--- config.mk ---
export PLATFORM = sky130hd
export DESIGN_NAME = tars_queue
export DESIGN_NICKNAME = d
export VERILOG_FILES = /design/src/rtl/tars_pkg.sv /design/src/rtl/tars_queue.sv
export SDC_FILE = /design/constraint.sdc
export NUM_CORES = 1
export LEC_CHECK = 0
export ABC_AREA = 1
export ABC_CLOCK_PERIOD_IN_PS = 2450
export CORE_ASPECT_RATIO = 1.5
export CORE_UTILIZATION = 40
export DETAILED_ROUTE_END_ITERATION = 8
export DONT_BUFFER_PORTS = 1
export HOLD_SLACK_MARGIN = 0.08
export PLACE_DENSITY_LB_ADDON = 0.1
export SLEW_MARGIN = 15
export SYNTH_ARGS = -nofsm -noshare
export SYNTH_HDL_FRONTEND = slang
export SYNTH_SLANG_ARGS = --single-unit
--- constraint.sdc ---
create_clock -name clock -period 2.45 [get_ports clock]
set_input_delay 0.245 -clock clock [delete_from_list [all_inputs] [get_ports clock]]
set_output_delay 0.245 -clock clock [all_outputs]
set_load 0.005 [all_outputs]
--- src/rtl/tars_pkg.sv ---
// tars_pkg: shared types and constants for the tensor axis reduction block
// no dependencies

package tars_pkg;

   localparam int NUM_DIMS   = 6;
   localparam int X_BITS     = 32;
   localparam int YIDX_BITS  = 12;
   localparam int CSR_IDX_BITS  = 3;
   localparam int CSR_DATA_BITS = 16;
   localparam int RSP_DATA_BITS = 48;

   localparam logic [CSR_IDX_BITS-1:0] CSR_OP_SELECT   = 3'd0;
   localparam logic [CSR_IDX_BITS-1:0] CSR_REDUCE_MASK = 3'd1;
   localparam logic [CSR_IDX_BITS-1:0] CSR_DIM_SIZE_0  = 3'd2;

   localparam logic OP_SUM = 1'b0;
   localparam logic OP_MAX = 1'b1;

   typedef enum logic [1:0] {
      ST_READY,
      ST_CALC,
      ST_BASE
   } tars_state_type;

   typedef struct packed {
      logic first;
      logic last;
      logic tensor_end;
   } tars_flags_type;

endpackage

--- src/rtl/tars_queue.sv ---
// tars_queue: two-entry queue between front and back
// depends on tars_pkg

module tars_queue import tars_pkg::*; #(
   parameter int W = 8
) (
   input  logic         clock,
   input  logic         reset,
   input  logic         push,
   input  logic [W-1:0] din,
   output logic         full,
   input  logic         pop,
   output logic         valid,
   output logic [W-1:0] dout
);

   logic [W-1:0] slot_ff [2];
   logic         wr_ff, rd_ff;
   logic [1:0]   cnt_ff;

   assign full  = cnt_ff == 2'd2;
   assign valid = cnt_ff != 2'd0;
   assign dout  = slot_ff[rd_ff];

   always_ff @(posedge clock) begin
      if (push) slot_ff[wr_ff] <= din;
   end

   always_ff @(posedge clock) begin
      if (reset) begin
         wr_ff  <= 1'b0;
         rd_ff  <= 1'b0;
         cnt_ff <= 2'd0;
      end else begin
         if (push) wr_ff <= !wr_ff;
         if (pop) rd_ff <= !rd_ff;
         cnt_ff <= cnt_ff + 2'(push) - 2'(pop);
      end
   end

endmodule

==> flow_summary.json, run 1 <==
{
  "min-delay-path-class": "in2reg",
  "drt_pre_antenna_iters": 2,
  "min_period_over_period": 0.627,
  "ios": 22,
  "power_per_standard_cell_area_mw_per_mm2": 684,
  "power.ir.vdd_worst_mv": 0.308,
  "synth.cell_area_sq_um": 836,
  "drt.antenna.violating_nets": 0,
  "tritoncts": "built",
  "final_layout_size_suffix_gt1_frac": 0.176,
  "globalRouteTotalUtil": 0.119,
  "ctsHtreeMaxLevel": 1,
  "reg2reg_to": "slot_ff[0][7]",
  "dieHeight_um": 58.0,
  "drt_iter0_drc": 4,
  "clock_slew_at_the_register_clock_pins_of_the_worst_setup_and_hold_paths_ns": 0.11,
  "cts_inserted_buffers": 3,
  "synth-simple-area-share": 0.0659,
  "synth-seq-cells": 21,
  "global_route_wire_length_before_repair_um": 1820,
  "critical-path-max-stage-delay_ns": 0.64,
  "place.detailed.instances": 76,
  "remaining_drc_errors": 0,
  "worst-endpoint-arrival_ns": 1.29,
  "yosys_warnings": 0,
  "area_growth_pct": 15.9,
  "setup_tns_ns": 0,
  "insertedDiodeCount": 0,
  "fin_area_sq_um": 968,
  "r2r.worst_path.cells": 1,
  "wirelength_um": 1110,
  "rr_startpoint": "wr_ff",
  "timing.critical_path.slowest_stage_cell": "dfxtp_1",
  "design.die.area_sq_mm": 0.00228,
  "report.final.hold_viol_count": 0,
  "adder_cell_fraction_of_synth_area": 0.0299,
  "period_minus_slack_ns": 1.54,
  "routed_wire_length_per_instance_um": 12.4,
  "synthesis.area_per_instance_sq_um": 14.9,
  "skew_ns": 0.00846,
  "fp-row-count": 19,
  "synth.distinct_cells": 12,
  "setup_slack_ns": 0.915,
  "setup.worst_path.start_class": "flip-flop",
  "cts.path.max_buffers": 2,
  "cts_sinks": 21,
  "finalSetupViolCount": 0,
  "synth.net_count": 70,
  "multiplexer_area_fraction_after_synthesis": 0.144,
  "cp_cell_sequence": "mux2_4",
  "hpwl_um": 809,
  "p_total_uw": 663,
  "largest_net_degree_at_the_start_of_global_routing": 13,
  "finish.utilization": 0.509,
  "crit_path_max_fanout": 8,
  "fmax_ghz": 0.651,
  "route.vias.total": 417,
  "antenna_found_initial": 0,
  "vias_per_cell": 4.69,
  "outcome": "completed",
  "layout_common_cells": "edfxtp_1, dlygate4sd3_1, inv_1, mux2_4, nor2_1",
  "post-place-ws_ns": 1.22,
  "slew-limit-headroom": 0.581,
  "timing.critical_path.max_delay_family": "flip-flops",
  "synth-xor-area-share": 0.0105,
  "dpl-instance-area_sq_um": 851,
  "criticalPathCategory": "reg2out",
  "fin_hold_ws_ns": 0.104,
  "critPathRequiredTime_ns": 2.20,
  "ys_seq_area_frac": 0.695,
  "whs_path_cells": 2,
  "slew_violations": 0,
  "worst_pin_slew_ns": 0.627,
  "synthCells": 56,
  "total_leakage_power_nw": 0.397,
  "initial_utilization": 0.439,
  "whs_endpoint": "wr_ff",
  "core_area_sq_mm": 0.00190,
  "rsz_0062_raised_after_global_routing": "false",
  "clkLatencyLatePin_ns": 0.29,
  "layout_commonest_cell": "edfxtp_1",
  "die-width_um": 39.3,
  "clock_tree_root_buffer_cell": "clkbuf_4",
  "ff2ff_setup_slack_ns": 1.25,
  "final_cell_count_no_fill": 89,
  "hold_path_startpoint": "push",
  "critical_path_buf_inv_count": 0,
  "synth_top_family_by_area": "multiplexers",
  "share_of_the_synthesized_area_in_compound_gates_ao_oa_aoi_oai": 0.00599,
  "worst_setup_path_end_kind": "output pin",
  "place.gp.congestion": 0.635,
  "fin_nets": 83,
  "buffer_ports.inserted": 0,
  "grt_pass1_vias": 439,
  "grt-ovfl-total": 0,
  "cts_resized": 0,
  "timing.max_cap.violations": 0
}
-- flip-flops by register name (all words and copies together), names as in the netlist, named ones only --
name	flops
cnt_ff	2
wr_ff	1
rd_ff	1
slot_ff	16
-- metal layers --
metal | GRT usage | part of all wire | up-vias
met3 | 0.0268 | 0.077 | 2
li1 | - | - | 213
met4 | 0.0887 | 0.014 | 0
met5 | 0 | 0 | -
met1 | 0.127 | 0.37 | 186
met2 | 0.193 | 0.53 | 16
-- layout make-up --
type                       instances  area, sq um
clock buffer                       3         22.5
tap                               21         26.3
clock inverter                     1         5.00
fill                             182          933
inverter                           8         30.0
multi-input combinational         26          214
timing repair buffer               9         90.1
sequential                        21          581
-- power breakdown --
group          switching, mW  total, mW  leakage (nW)  internal, mW
logic                 0.0373     0.0835         0.187        0.0462
registers             0.0142      0.423         0.192         0.408
clock network         0.0958      0.156        0.0177        0.0607
-- Yosys cell counts --
cell	number	share of area
edfxtp_1	16	0.57
inv_1	8	0.036
mux2_4	8	0.14
nor2_1	7	0.031
dfxtp_1	5	0.12
nand2_1	5	0.022
ha_1	2	0.030
a21oi_1	1	0.0060
buf_6	1	0.013
nand3_1	1	0.0060
nor3_1	1	0.0060
xnor2_1	1	0.010
-- cells by family after synthesis --
group,after synthesis
simple gates,14
flops,21
mux,8
fa+ha+maj,2
buf+inv,9
xor+xnor,1
compound gates,1
-- worst max-delay path by stage --
stage	cells after the start	startpoint	to
floorplan	6	cnt_ff[0]	cnt_ff[1]
global placement	1	flip-flop	dout[3]
detailed placement	1	flip-flop	dout[3]
CTS	1	flip-flop	dout[3]
global route	1	flip-flop	dout[7]
finish	1	flip-flop	dout[3]
-- timing repair --
item,in CTS,in global routing
setup buffers,0,0
hold buffers,9,0
endpoints found under the hold margin,21,0
No activity file was read; power rests on OpenSTA's default activity.
==> run 2, diff against run 1 <==
--- a/config.mk
+++ b/config.mk
@@ -6,7 +6,7 @@
 export NUM_CORES = 1
 export LEC_CHECK = 0
 export ABC_AREA = 1
-export ABC_CLOCK_PERIOD_IN_PS = 2450
+export ABC_CLOCK_PERIOD_IN_PS = 1500
 export CORE_ASPECT_RATIO = 1.5
 export CORE_UTILIZATION = 40
 export DETAILED_ROUTE_END_ITERATION = 8
==> constraint.sdc (replaced) <==
create_clock -name clock -period 1.5 [get_ports clock]
set_input_delay 0.15 -clock clock [delete_from_list [all_inputs] [get_ports clock]]
set_output_delay 0.15 -clock clock [all_outputs]
set_load 0.005 [all_outputs]
==> run 2 against run 1 <==
Utilization is 1.8 points higher. Combinational power is 88% higher. Flip-flop and latch count stayed put. Routed wire length is 0.54% lower. Non-clock buffer count is 4 higher. Sequential power is 61% higher. Clock-buffer cell count is 1 higher. First-iteration DRC count is 50% higher. Final cell count is 4.5% higher. Sequential share of layout area is 2.0 points lower. Setup slack worse by 0.72 ns. Critical path depth is 1 higher. Largest cell class unchanged. Largest power group unchanged.
==> flow_summary.json, run 2 (same netlist as run 1, synthesis figures left out) <==
{
  "criticalPathCategory": "reg2out",
  "dieHeight_um": 58.0,
  "power_per_standard_cell_area_mw_per_mm2": 1090,
  "rr_startpoint": "cnt_ff[0]",
  "ff2ff_setup_slack_ns": 0.35,
  "skew_ns": 0.0104,
  "outcome": "completed",
  "rsz_0062_raised_after_global_routing": "false",
  "hold_path_startpoint": "push",
  "slew_violations": 0,
  "wirelength_um": 1100,
  "finalSetupViolCount": 0,
  "drt.antenna.violating_nets": 0,
  "vias_per_cell": 4.75,
  "cts_inserted_buffers": 3,
  "largest_register_ff_count": 16,
  "critical-path-max-stage-delay_ns": 0.33,
  "r2r.worst_path.cells": 6,
  "min-delay-path-class": "in2reg",
  "drt_iter0_drc": 6,
  "fmax_ghz": 0.768,
  "report.final.hold_viol_count": 0,
  "total_leakage_power_nw": 0.413,
  "clock_tree_root_buffer_cell": "clkbuf_4",
  "finish.utilization": 0.527,
  "clock_slew_at_the_register_clock_pins_of_the_worst_setup_and_hold_paths_ns": 0.11,
  "drt_pre_antenna_iters": 4,
  "multi_input_area_sq_um": 214,
  "final_layout_size_suffix_gt1_frac": 0.181,
  "global_route_wire_length_before_repair_um": 1860,
  "area_growth_pct": 19.9,
  "place.gp.congestion": 0.555,
  "clkLatencyLatePin_ns": 0.30,
  "layout_commonest_cell": "edfxtp_1",
  "grt_pass1_vias": 451,
  "cp_cell_sequence": "buf_4, mux2_4",
  "grt-ovfl-total": 0,
  "power.ir.vdd_worst_mv": 0.668,
  "worst_setup_path_end_kind": "output pin",
  "reg2reg_to": "cnt_ff[1]",
  "registers_with_the_most_flip_flops": "slot_ff: 16 flops, cnt_ff: 2 flops",
  "setup.worst_path.start_class": "flip-flop",
  "tritoncts": "built",
  "timing.critical_path.slowest_stage_cell": "dfxtp_1",
  "slew-limit-headroom": 0.755,
  "route.vias.total": 442,
  "ios": 22,
  "core_area_sq_mm": 0.00190,
  "setup_tns_ns": 0,
  "initial_utilization": 0.439,
  "layout.area.seq_sq_um": 581,
  "layout_common_cells": "edfxtp_1, dlygate4sd3_1, inv_1, mux2_4, nor2_1",
  "cts_setup_buffers": 0,
  "insertedDiodeCount": 0,
  "cts_sinks": 21,
  "whs_endpoint": "slot_ff[0][7]",
  "timing.critical_path.max_delay_family": "flip-flops",
  "globalRouteTotalUtil": 0.115,
  "crit_path_max_fanout": 8,
  "buffer_ports.inserted": 0,
  "hpwl_um": 762,
  "timing.max_cap.violations": 0,
  "fp-row-count": 19,
  "cts.path.max_buffers": 2,
  "ctsHtreeMaxLevel": 1,
  "largest_net_degree_at_the_start_of_global_routing": 12,
  "critPathRequiredTime_ns": 1.35,
  "routed_wire_length_per_instance_um": 11.8,
  "fin_nets": 87,
  "worst-endpoint-arrival_ns": 1.15,
  "antenna_found_initial": 0,
  "design.die.area_sq_mm": 0.00228,
  "remaining_drc_errors": 0,
  "min_period_over_period": 0.868,
  "registers.top_by_ff_count": "slot_ff",
  "period_minus_slack_ns": 1.30,
  "worst_pin_slew_ns": 0.368,
  "fillCellCount": 181,
  "die-width_um": 39.3,
  "critical_path_buf_inv_count": 1,
  "timing.critical_path.depth": 2,
  "whs_path_cells": 3
}
[run 2: cell count changes in the layout (fill, tap and decap cells not counted), sizes merged]
cell	before	now
dlygate4sd3	9	11
clkinv	1	0
buf	0	2
clkbuf	3	4
[run 2: cell type report]
| cell class | instances | area share |
|---|---|---|
| Sequential cell | 21 | 0.579 |
| Multi-Input combinational cell | 26 | 0.213 |
| Timing Repair Buffer | 13 | 0.125 |
| Inverter | 8 | 0.0300 |
| Clock buffer | 4 | 0.0262 |
| Tap cell | 21 | 0.0262 |
[run 2: repair_timing]
item,in CTS,in global routing
hold buffers,11,0
endpoints found under the hold margin,21,0
gates resized for setup,0,0
[run 2: metal layers]
metal	up-vias	global-route usage	share of wire
met4	0	0.0443	0.017
met1	201	0.134	0.41
met5	-	0	0
li1	221	-	-
met3	2	0.0307	0.070
met2	18	0.193	0.50
[run 2: worst register-to-register path: cells and delay by family (launching register included)]
kind / cells / cell delay (ns)
adders and majority gates: 2 / 0.45
DFF: 1 / 0.34
AOI/OAI and AO/OA: 1 / 0.12
buffers and inverters: 2 / 0.10
and+or+nand+nor: 1 / 0.05
[run 2: where the power goes]
group | leakage, nW | internal (mW) | switching [mW]
Combinational | 0.206 | 0.0840 | 0.0734
Clock | 0.0150 | 0.103 | 0.157
Sequential | 0.192 | 0.667 | 0.0120
Total | 0.413 | 0.854 | 0.243
[run 2: worst max-delay path by stage]
| stage | startpoint | endpoint | slack [ns] |
|---|---|---|---|
| finish | flip-flop | dout[5] | 0.20 |
| global route | flip-flop | dout[5] | 0.15 |
| CTS | flip-flop | dout[5] | 0.18 |
| detailed placement | cnt_ff[0] | cnt_ff[1] | 0.37 |
| global placement | cnt_ff[0] | cnt_ff[1] | 0.41 |
| floorplan | cnt_ff[0] | cnt_ff[1] | 0.42 |
[run 2: metrics by stage]
stage	total power, mW	cell area [sq um]	setup slack, ns	cells	hold slack, ns
4_1_cts	1.11	1000	0.184	93	0.248
2_1_floorplan	0.805	836	0.420	56	0.221
5_1_grt	1.15	1000	0.155	93	0.241
3_3_place_gp	0.821	866	0.409	78	0.224
3_5_place_dp	0.826	866	0.371	78	0.224
6_report	1.10	1000	0.197	93	0.244
