===== src/rtl/tars_pkg.sv =====
// tars_pkg: shared types and constants for the tensor axis reduction block
// no dependencies

package tars_pkg;

   localparam int NUM_DIMS   = 6;
   localparam int X_BITS     = 32;
   localparam int YIDX_BITS  = 12;
   localparam int CSR_IDX_BITS  = 3;
   localparam int CSR_DATA_BITS = 16;
   localparam int RSP_DATA_BITS = 48;

   localparam logic [CSR_IDX_BITS-1:0] CSR_OP_SELECT   = 3'd0;
   localparam logic [CSR_IDX_BITS-1:0] CSR_REDUCE_MASK = 3'd1;
   localparam logic [CSR_IDX_BITS-1:0] CSR_DIM_SIZE_0  = 3'd2;

   localparam logic OP_SUM = 1'b0;
   localparam logic OP_MAX = 1'b1;

   typedef enum logic [1:0] {
      ST_READY,
      ST_CALC,
      ST_BASE
   } tars_state_type;

   typedef struct packed {
      logic first;
      logic last;
      logic tensor_end;
   } tars_flags_type;

endpackage


===== src/rtl/tars_front.sv =====
// tars_front: configuration registers, coordinate counters, stride setup
// and accumulator address tracking; depends on tars_pkg

module tars_front import tars_pkg::*; #(
   parameter int MAX_DIMS  = 6,
   parameter int ACC_DEPTH = 4096,
   parameter int DIM_BITS  = 16,
   localparam int AW = (ACC_DEPTH > 1) ? $clog2(ACC_DEPTH) : 1
) (
   input  logic                     clock,
   input  logic                     reset,
   input  logic                     csr_valid,
   output logic                     csr_ready,
   input  logic [CSR_IDX_BITS-1:0]  csr_index,
   input  logic [CSR_DATA_BITS-1:0] csr_wdata,
   input  logic                     req_tvalid,
   output logic                     req_tready,
   input  logic                     q_full,
   output logic                     q_push,
   output logic [AW-1:0]            q_addr,
   output logic [YIDX_BITS-1:0]     q_yidx,
   output tars_flags_type           q_flags,
   output logic                     op_sel
);

   localparam logic [AW:0]   DEPTH_V = (AW+1)'(ACC_DEPTH);
   localparam logic [AW-1:0] ONE_V   = (ACC_DEPTH > 1) ? AW'(1) : AW'(0);
   localparam int BCW = (DIM_BITS > 1) ? $clog2(DIM_BITS) : 1;

   function automatic logic [AW-1:0] mod_add(input logic [AW-1:0] a, input logic [AW-1:0] b);
      logic [AW:0] s;
      s = {1'b0, a} + {1'b0, b};
      if (s >= DEPTH_V) s = s - DEPTH_V;
      return s[AW-1:0];
   endfunction

   logic                     op_ff, op_in;
   logic [NUM_DIMS-1:0]      mask_ff, mask_in;
   logic [CSR_DATA_BITS-1:0] size_ff  [NUM_DIMS];
   logic [CSR_DATA_BITS-1:0] size_in  [NUM_DIMS];
   logic [DIM_BITS-1:0]      coord_ff [NUM_DIMS];
   logic [DIM_BITS-1:0]      coord_in [NUM_DIMS];
   logic [AW-1:0]            base_ff  [NUM_DIMS];
   logic [AW-1:0]            base_in  [NUM_DIMS];
   logic [AW-1:0]            prod_ff  [NUM_DIMS];
   logic [AW-1:0]            prod_in  [NUM_DIMS];
   logic [YIDX_BITS-1:0]     oidx_ff, oidx_in;
   tars_state_type           state_ff, state_in;
   logic [2:0]               dp_ff, dp_in;
   logic [BCW-1:0]           bc_ff, bc_in;
   logic [AW-1:0]            r_ff, r_in;

   logic [DIM_BITS-1:0] eff_m1 [NUM_DIMS];
   logic [DIM_BITS-1:0] mult   [NUM_DIMS];
   logic [AW-1:0]       stride [NUM_DIMS];
   logic [NUM_DIMS-1:0] at_end;
   logic [2:0]          k;
   logic [2:0]          dpn;
   logic [AW-1:0]       new_addr, r_dbl, r_next, rb_next, b_prev;
   logic                tensor_end, first, last, csr_wr;

   assign csr_ready  = 1'b1;
   assign csr_wr     = csr_valid;
   assign req_tready = (state_ff == ST_READY) && !q_full;
   assign q_push     = req_tvalid && req_tready;
   assign op_sel     = op_ff;

   always_comb begin
      tensor_end = 1'b1;
      first = 1'b1;
      last = 1'b1;
      k = 3'd0;
      for (int d = 0; d < NUM_DIMS; d++) begin
         if (d < NUM_DIMS - MAX_DIMS || size_ff[d][DIM_BITS-1:0] == '0) begin
            eff_m1[d] = '0;
            mult[d] = DIM_BITS'(1);
         end else begin
            eff_m1[d] = size_ff[d][DIM_BITS-1:0] - DIM_BITS'(1);
            mult[d] = size_ff[d][DIM_BITS-1:0];
         end
         if (mask_ff[d]) mult[d] = DIM_BITS'(1);
         stride[d] = mask_ff[d] ? '0 : prod_ff[d];
         at_end[d] = coord_ff[d] >= eff_m1[d];
         if (!at_end[d]) begin
            tensor_end = 1'b0;
            k = 3'(d);
         end
         if (mask_ff[d]) begin
            if (coord_ff[d] != '0) first = 1'b0;
            if (!at_end[d]) last = 1'b0;
         end
      end
      new_addr = mod_add(base_ff[k], stride[k]);
   end

   assign q_addr  = base_ff[NUM_DIMS-1];
   assign q_yidx  = oidx_ff;
   assign q_flags = '{first: first, last: last, tensor_end: tensor_end};

   assign dpn     = dp_ff + 3'd1;
   assign r_dbl   = mod_add(r_ff, r_ff);
   assign r_next  = mult[dpn][bc_ff] ? mod_add(r_dbl, prod_ff[dpn]) : r_dbl;
   assign rb_next = coord_ff[dp_ff][bc_ff] ? mod_add(r_dbl, stride[dp_ff]) : r_dbl;
   assign b_prev  = (dp_ff == '0) ? '0 : base_ff[dp_ff - 3'd1];

   always_comb begin
      op_in    = op_ff;
      mask_in  = mask_ff;
      size_in  = size_ff;
      coord_in = coord_ff;
      base_in  = base_ff;
      prod_in  = prod_ff;
      oidx_in  = oidx_ff;
      state_in = state_ff;
      dp_in    = dp_ff;
      bc_in    = bc_ff;
      r_in     = r_ff;
      if (csr_wr) begin
         case (csr_index)
            CSR_OP_SELECT:   op_in = csr_wdata[0];
            CSR_REDUCE_MASK: mask_in = csr_wdata[NUM_DIMS-1:0];
            default:         size_in[csr_index - CSR_DIM_SIZE_0] = csr_wdata;
         endcase
      end
      unique case (state_ff)
         ST_READY: begin
            if (q_push) begin
               for (int d = 0; d < NUM_DIMS; d++) begin
                  if (tensor_end) begin
                     coord_in[d] = '0;
                     base_in[d] = '0;
                  end else if (d > int'(k)) begin
                     coord_in[d] = '0;
                     base_in[d] = new_addr;
                  end else if (d == int'(k)) begin
                     coord_in[d] = coord_ff[d] + DIM_BITS'(1);
                     base_in[d] = new_addr;
                  end
               end
               if (last) oidx_in = tensor_end ? '0 : oidx_ff + YIDX_BITS'(1);
            end
         end
         ST_CALC: begin
            if (bc_ff == '0) begin
               prod_in[dp_ff] = r_next;
               r_in = '0;
               bc_in = BCW'(DIM_BITS - 1);
               if (dp_ff == '0) begin
                  state_in = ST_BASE;
                  dp_in = '0;
               end else begin
                  dp_in = dp_ff - 3'd1;
               end
            end else begin
               r_in = r_next;
               bc_in = bc_ff - BCW'(1);
            end
         end
         ST_BASE: begin
            // element address from the current coordinates and new strides
            if (bc_ff == '0) begin
               base_in[dp_ff] = mod_add(b_prev, rb_next);
               r_in = '0;
               bc_in = BCW'(DIM_BITS - 1);
               dp_in = dpn;
               if (dp_ff == 3'(NUM_DIMS - 1)) state_in = ST_READY;
            end else begin
               r_in = rb_next;
               bc_in = bc_ff - BCW'(1);
            end
         end
         default: state_in = ST_READY;
      endcase
      if (csr_wr) begin
         state_in = ST_CALC;
         dp_in = 3'(NUM_DIMS - 2);
         bc_in = BCW'(DIM_BITS - 1);
         r_in = '0;
      end
   end

   always_ff @(posedge clock) begin
      if (reset) begin
         op_ff    <= OP_SUM;
         mask_ff  <= '0;
         oidx_ff  <= '0;
         state_ff <= ST_READY;
         dp_ff    <= '0;
         bc_ff    <= '0;
         r_ff     <= '0;
         for (int d = 0; d < NUM_DIMS; d++) begin
            size_ff[d]  <= CSR_DATA_BITS'(1);
            coord_ff[d] <= '0;
            base_ff[d]  <= '0;
            prod_ff[d]  <= ONE_V;
         end
      end else begin
         op_ff    <= op_in;
         mask_ff  <= mask_in;
         size_ff  <= size_in;
         coord_ff <= coord_in;
         base_ff  <= base_in;
         prod_ff  <= prod_in;
         oidx_ff  <= oidx_in;
         state_ff <= state_in;
         dp_ff    <= dp_in;
         bc_ff    <= bc_in;
         r_ff     <= r_in;
      end
   end

endmodule


===== config.mk =====
export PLATFORM = sky130hd
export DESIGN_NAME = tars_front
export DESIGN_NICKNAME = d
export VERILOG_FILES = /design/src/rtl/tars_pkg.sv /design/src/rtl/tars_front.sv
export SDC_FILE = /design/constraint.sdc
export NUM_CORES = 1
export LEC_CHECK = 0
export BUFFER_PORTS_ARGS = -buffer_cell sky130_fd_sc_hd__clkbuf_2
export CAP_MARGIN = 20
export CORE_MARGIN = 2
export CORE_UTILIZATION = 40
export DETAILED_ROUTE_END_ITERATION = 6
export HOLD_SLACK_MARGIN = 0.02
export PLACE_DENSITY_LB_ADDON = 0.3
export SLEW_MARGIN = 20
export SYNTH_ARGS = -nofsm -noshare
export SYNTH_HDL_FRONTEND = slang
export SYNTH_SLANG_ARGS = --single-unit

===== constraint.sdc =====
create_clock -name clock -period 6.26 [get_ports clock]
set_clock_uncertainty 0.05 [all_clocks]
set_input_delay 0.939 -clock clock [delete_from_list [all_inputs] [get_ports clock]]
set_output_delay 0.939 -clock clock [all_outputs]
set_load 0.005 [all_outputs]

==> results.txt, run 1 <==
status: completed
Setup crit start kind: flop
DRT iter0 DRCs: 3099
Synth top area share: 28.9%
largest delay contributor family on the critical path: simple AND/OR/NAND/NOR gates
Slew Limit Fails: 0
vias in the first global route: 24.3k
largest net degree at the start of global routing: 74
num rows: 93
Final GP Congestion: 0.975
Cell Area, Synth: 26000 sq um
clk sinks: 375
most numerous cell in the Yosys netlist: nand2_1
wire per inst: 22.1 microns
syn_area_per_cell: 7.69 sq um
endpoints failing hold: 0
H-tree level count: 2
Pwr Total: 7.38 mW
Worst EP required: 6.75 ns
First-pass DRT Iterations: 7
Syn Nets: 3573
cts bufs inserted: 45
TritonCTS clock tree: yes
die footprint: 67000 sq um
Initial Utilization: 40.4%
grt total ovfl: 0
synth warn: 0
synthesis-to-layout area growth: 14.9%
number of synthesized flops with an enable pin: 0
max_cap viols: 0
initial antenna violation count: 1
Seq cells post-synth: 375
nets: 3646
worst skew pair latency: 0.61 ns
GRT Total Usage: 27.9%
Final Cycle Share: 98.5%
f_max: 162 MHz
CTS Root Cell: clkbuf_16
VDD IR-drop max: 0.200 mV
antenna-violating nets left: 0
Worst Path Class, Setup: flop to flop
Post-Place Setup Slack: -0.276 ns
Worst-path clk slew: 0.06 ns
leading area contributor after synthesis: dfxtp_1
main flop type after synthesis: dfxtp_1
# port buffers: 53
Setup Viol. Count Final: 0
first-pass GRT wire length: 147000 microns
most frequent cells after synthesis: 467 x nand2_1, 375 x dfxtp_1, 367 x a21oi_1
critical path data arrival time: 6.66 ns
CTS Hold Bufs: 0
Core ar.: 64300 sq um
Leak: 11.3 nW
ys async rst share: 0%
synth unique cells: 93
CP peak stage delay: 0.53 ns
Die Ht: 259 microns
WHS: 0.438 ns
Cells after Synth: 3378
die extent in x: 259 microns
setup ws final: 0.0920 ns
Min-Delay Path Class: flop to flop
CP most frequent cell: nor2_4
Max-slew headroom: 23.9%
Remaining DRCs: 0
synth top area cells: dfxtp_1 29%, ha_1 8.0%, a21oi_1 7.1%
clock tree buffer depth: 3
Detailed Place HPWL: 70500 microns
crit path buf inv count: 3
Crit-path slowest cell: or4_4
via count: 26.5k
worst slew pin tran: 1.13 ns
filler cell count: 6390
CP Max Fanout: 6
I/O pins: 55
n_diodes: 0
min Tclk post-route: 6.17 ns
Seq/Total Area, Yosys: 28.9%
Critical Path End Type: flop
wirelength, routed: 95800 microns
layout cells sized above 1: 13.9%
RSZ-0062 raised after global routing: true
PD cells: 247 nW/um^2
via/cell ratio: 6.11
## registers in the layout, summed over array words and instances (netlist names), 4 cells and up
signal    cells
base_ff      60
bc_ff         4
coord_ff     96
mask_ff       6
prod_ff      72
q_addr       12
q_yidx       12
r_ff         11
size_ff      96
## repair_timing
item,4_1_cts,5_1_grt
setup endpoints to repair,33,52
resized for setup,15,76
buffers inserted,1,9
gates cloned,0,0
pin swaps,6,39
## through the flow
stage | util (%) | cell area [sq um] | setup TNS [ns] | std cells
final | 46.4 | 29900 | 0 | 4340
after global routing | 46.4 | 29900 | -2.28 | 4340
after global placement | 43.3 | 27900 | -2.08 | 4250
after floorplan | - | 26000 | 0 | 3378
after detailed placement | 43.4 | 27900 | -4.51 | 4250
after CTS | 45.8 | 29500 | 0 | 4332
## path summary, 6_finish.rpt
kind	startpoint	end	slack, ns	cells past startpoint
setup / recovery	size_ff[53]	base_ff[57]	0.09	31
hold / removal	size_ff[1]	size_ff[1]	0.44	2
setup reg to reg	size_ff[53]	base_ff[57]	0.09	31
hold reg to reg	size_ff[1]	size_ff[1]	0.44	2
## report_power, final
part	internal, mW	total (mW)	switching [mW]	leakage [nW]
logic	0.782	2.03	1.25	7.48
registers	2.48	2.59	0.104	3.04
clock network	1.60	2.76	1.16	0.742
total	4.86	7.38	2.51	11.3
## layer usage
metal | GRT usage [%] | vias up | wire length [microns]
met5 | 0 | - | 11
met4 | 9.34 | 2 | 3230
met3 | 5.81 | 213 | 9150
met2 | 43.6 | 1268 | 42100
met1 | 38.3 | 12600 | 41300
li1 | - | 12400 | -
## tightest hold or removal path: cells and delay by family, from the launching register on
kind | cells | cell delay [ns]
compound gates | 1 | 0.05
flops | 1 | 0.33
simple gates | 1 | 0.06
## layout by cell type, fill, tap and decap left out, types with 27 or more instances in the layout
master     count
a211oi_1      44
a21oi_1      346
a22oi_1       54
a31oi_1       32
and3_1        55
buf_4        186
clkbuf_16     46
clkbuf_2      52
dfxtp_1      372
ha_1         162
inv_1         82
mux2i_1       87
nand2_1      459
nand2b_1      36
nand3_1       60
nand4_1       41
nor2_1       300
nor3_1        76
nor4_1        27
o21ai_0      218
o22ai_1       32
or3_1         29
xnor2_1       71
xor2_1        86
## final cells by class
cell class | instances | area (sq um) | area share [%]
timing repair buffer | 245 | 1750 | 5.85
clock inverter | 21 | 243 | 0.813
inverter | 86 | 323 | 1.08
clock buffer | 60 | 1270 | 4.26
sequential | 375 | 7510 | 25.2
multi-input combinational | 2698 | 17700 | 59.3
tap | 855 | 1070 | 3.58
## logic make-up after synthesis
| logic type | count (synthesis) | share of synthesized area, % |
|---|---|---|
| mux | 130 | 6.41 |
| buf+inv | 305 | 4.74 |
| compound gates | 986 | 23.5 |
| fa+ha+maj | 171 | 8.35 |
| flops | 375 | 28.9 |
| other cells | 1 | 0.0144 |
| simple gates | 1247 | 22.5 |
| xor+xnor | 163 | 5.58 |
Power figures use the tool's default switching activity.
==> run 2: changes to the inputs <==
ABC_AREA = 1   (was default)
==> run 2 against run 1 <==
Against the previous run: global-route usage grew 2.8 points; non-clock buffer count down 105; clock power rose by 4%; die area up 7.4%; maximum frequency up 4.4%; utilization is 1.4 points lower; power up 6.6%; sequential power rose by 2%; register-to-register slack improved by 0.26 ns; first-iteration DRC count increased by 23%; critical endpoint is now base_ff[59]; highest routed layer is now met4.
==> results.txt, run 2 <==
I/O pins: 55
worst skew pair latency: 0.62 ns
Min-Delay Path Class: flop to flop
filler cell count: 7351
largest delay contributor family on the critical path: simple AND/OR/NAND/NOR gates
VDD IR-drop max: 0.217 mV
critical path data arrival time: 6.33 ns
Die Ht: 268 microns
Core ar.: 68800 sq um
WHS Endpoint: op_sel
die footprint: 72000 sq um
Hold Crit Depth: 2
Setup Viol. Count Final: 0
cts bufs inserted: 48
initial antenna violation count: 0
leading area contributor after synthesis: dfxtp_1
main flop type after synthesis: dfxtp_1
Worst-path clk slew: 0.06 ns
Leak: 13.6 nW
number of synthesized flops with an enable pin: 0
worst slew pin tran: 1.14 ns
PD cells: 254 nW/um^2
CP most frequent cell: nand2_1
num rows: 96
n_diodes: 0
Crit-path slowest cell: o311ai_1
final cell count without fillers: 5393
first-pass GRT wire length: 170000 microns
Detailed Place HPWL: 83700 microns
TritonCTS clock tree: yes
clk sinks: 375
Final GP Congestion: 1.02
Slew Limit Fails: 0
most frequent cells in the layout: 856 x nand2_1, 551 x inv_1, 467 x nor2_1, 442 x a21oi_1, 438 x o21ai_0
CP peak stage delay: 0.35 ns
placed cell count: 5294
Worst EP required: 6.69 ns
Worst Path Class, Setup: flop to flop
Final Cycle Share: 94.4%
grt total ovfl: 0
synthesis-to-layout area growth: 10.8%
post-route design area: 31000 sq um
syn_area_per_cell: 6.29 sq um
Max-slew headroom: 23.7%
First-pass DRT Iterations: 6
Worst R2R Setup Slack: 0.35 ns
WHS: 0.434 ns
Initial Utilization: 40.6%
Syn Nets: 4639
Critical Path End Type: flop
GRT Total Usage: 30.7%
most frequent cells after synthesis: 858 x nand2_1, 554 x inv_1, 471 x nor2_1
via count: 30.8k
antenna-violating nets left: 0
layout cells sized above 1: 7.58%
largest registers: coord_ff (96), size_ff (96), prod_ff (72)
H-tree level count: 2
Seq/Total Area, Yosys: 26.9%
DRT iter0 DRCs: 3804
wirelength, routed: 113000 microns
commonest non-fill, non-tap cell in the layout: nand2_1
clock tree buffer depth: 3
Cell Area, Synth: 27900 sq um
endpoints failing hold: 0
via/cell ratio: 5.72
final setup TNS: 0 ns
nets: 4620
crit path buf inv count: 6
vias in the first global route: 28.0k
die extent in x: 268 microns
Setup crit start kind: flop
# port buffers: 53
Seq cells post-synth: 375
most numerous cell in the Yosys netlist: nand2_1
wire per inst: 21.0 microns
Reg2Reg Depth: 38
RSZ-0062 raised after global routing: true
CP Max Fanout: 23
ys async rst share: 0%
synth unique cells: 65
Placed Area: 29100 sq um
CTS Root Cell: clkbuf_16
Cells after Synth: 4444
max_cap viols: 0
CTS Hold Bufs: 0
Critical R2R Capture: base_ff[59]
synth warn: 0
largest net degree at the start of global routing: 127
min Tclk post-route: 5.91 ns
f_max: 169 MHz
Remaining DRCs: 0
hold path startpoint: op_sel
crit path from: size_ff[0]
Synth top area share: 26.9%
synth top area cells: dfxtp_1 27%, nand2_1 12%, a21oi_1 8.0%
status: completed
RR Startpoint: size_ff[0]
[run 2: worst max-delay path by stage]
stage	end	slack [ns]	depth (start not counted)
6_report	base_ff[59]	0.35	38
4_1_cts	base_ff[22]	0.06	34
3_3_place_gp	q_addr[9]	0.21	41
2_1_floorplan	q_addr[9]	0.89	39
5_1_grt	base_ff[47]	-0.07	42
3_5_place_dp	q_addr[9]	0.16	41
[run 2: report_power, final]
group	switching (mW)	internal (mW)
Sequential	0.139	2.50
Clock	1.19	1.68
Combinational	1.64	0.710
[run 2: what timing repair did]
item                                    4_1_cts  5_1_grt
setup buffers                                 0       12
resized for setup                             0       48
endpoints found under the setup margin        0       43
[run 2: cell families (layout without fill, tap and decap cells)]
group	Yosys count	after routing	share of synthesized area (%)
buf+inv	789	807	11.2
mux	1	1	0.0358
simple gates	1877	1877	28.6
compound gates	1129	1129	22.3
other cells	1	1	0.0134
xor+xnor	101	101	3.19
flops	375	375	26.9
fa+ha+maj	171	171	7.76
[run 2: tightest hold or removal path, stage by stage (launching register included)]
cell	delay (ns)
dfxtp_1	0.31
o21ai_0	0.07
a21oi_1	0.06
[run 2: layout make-up]
cell class	instances	area (sq um)	area share (%)
tap	931	1160	3.76
multi-input combinational	3280	17500	56.6
clock buffer	67	1350	4.37
timing repair buffer	140	987	3.19
sequential	375	7510	24.3
clock inverter	20	234	0.756
inverter	580	2190	7.07
[run 2: through the flow]
stage / total power [mW] / utilization (%) / worst slack [ns]
2_1_floorplan: 4.13 / - / 0.888
3_3_place_gp: 4.87 / 42.2 / 0.211
3_5_place_dp: 4.88 / 42.2 / 0.158
4_1_cts: 7.73 / 44.5 / 0.0599
5_1_grt: 8.20 / 45.0 / -0.0665
6_report: 7.86 / 45.0 / 0.353
[run 2: routing by layer]
layer | share of wire [%] | vias to the layer above | global-route usage (%) | wire length, microns
met5 | 0 | - | 0 | 0
met1 | 41 | 14200 | 39.6 | 46500
met4 | 6.8 | 0 | 18.7 | 7690
li1 | - | 14800 | - | -
met3 | 8.9 | 353 | 5.32 | 10100
met2 | 43 | 1544 | 47.8 | 48900
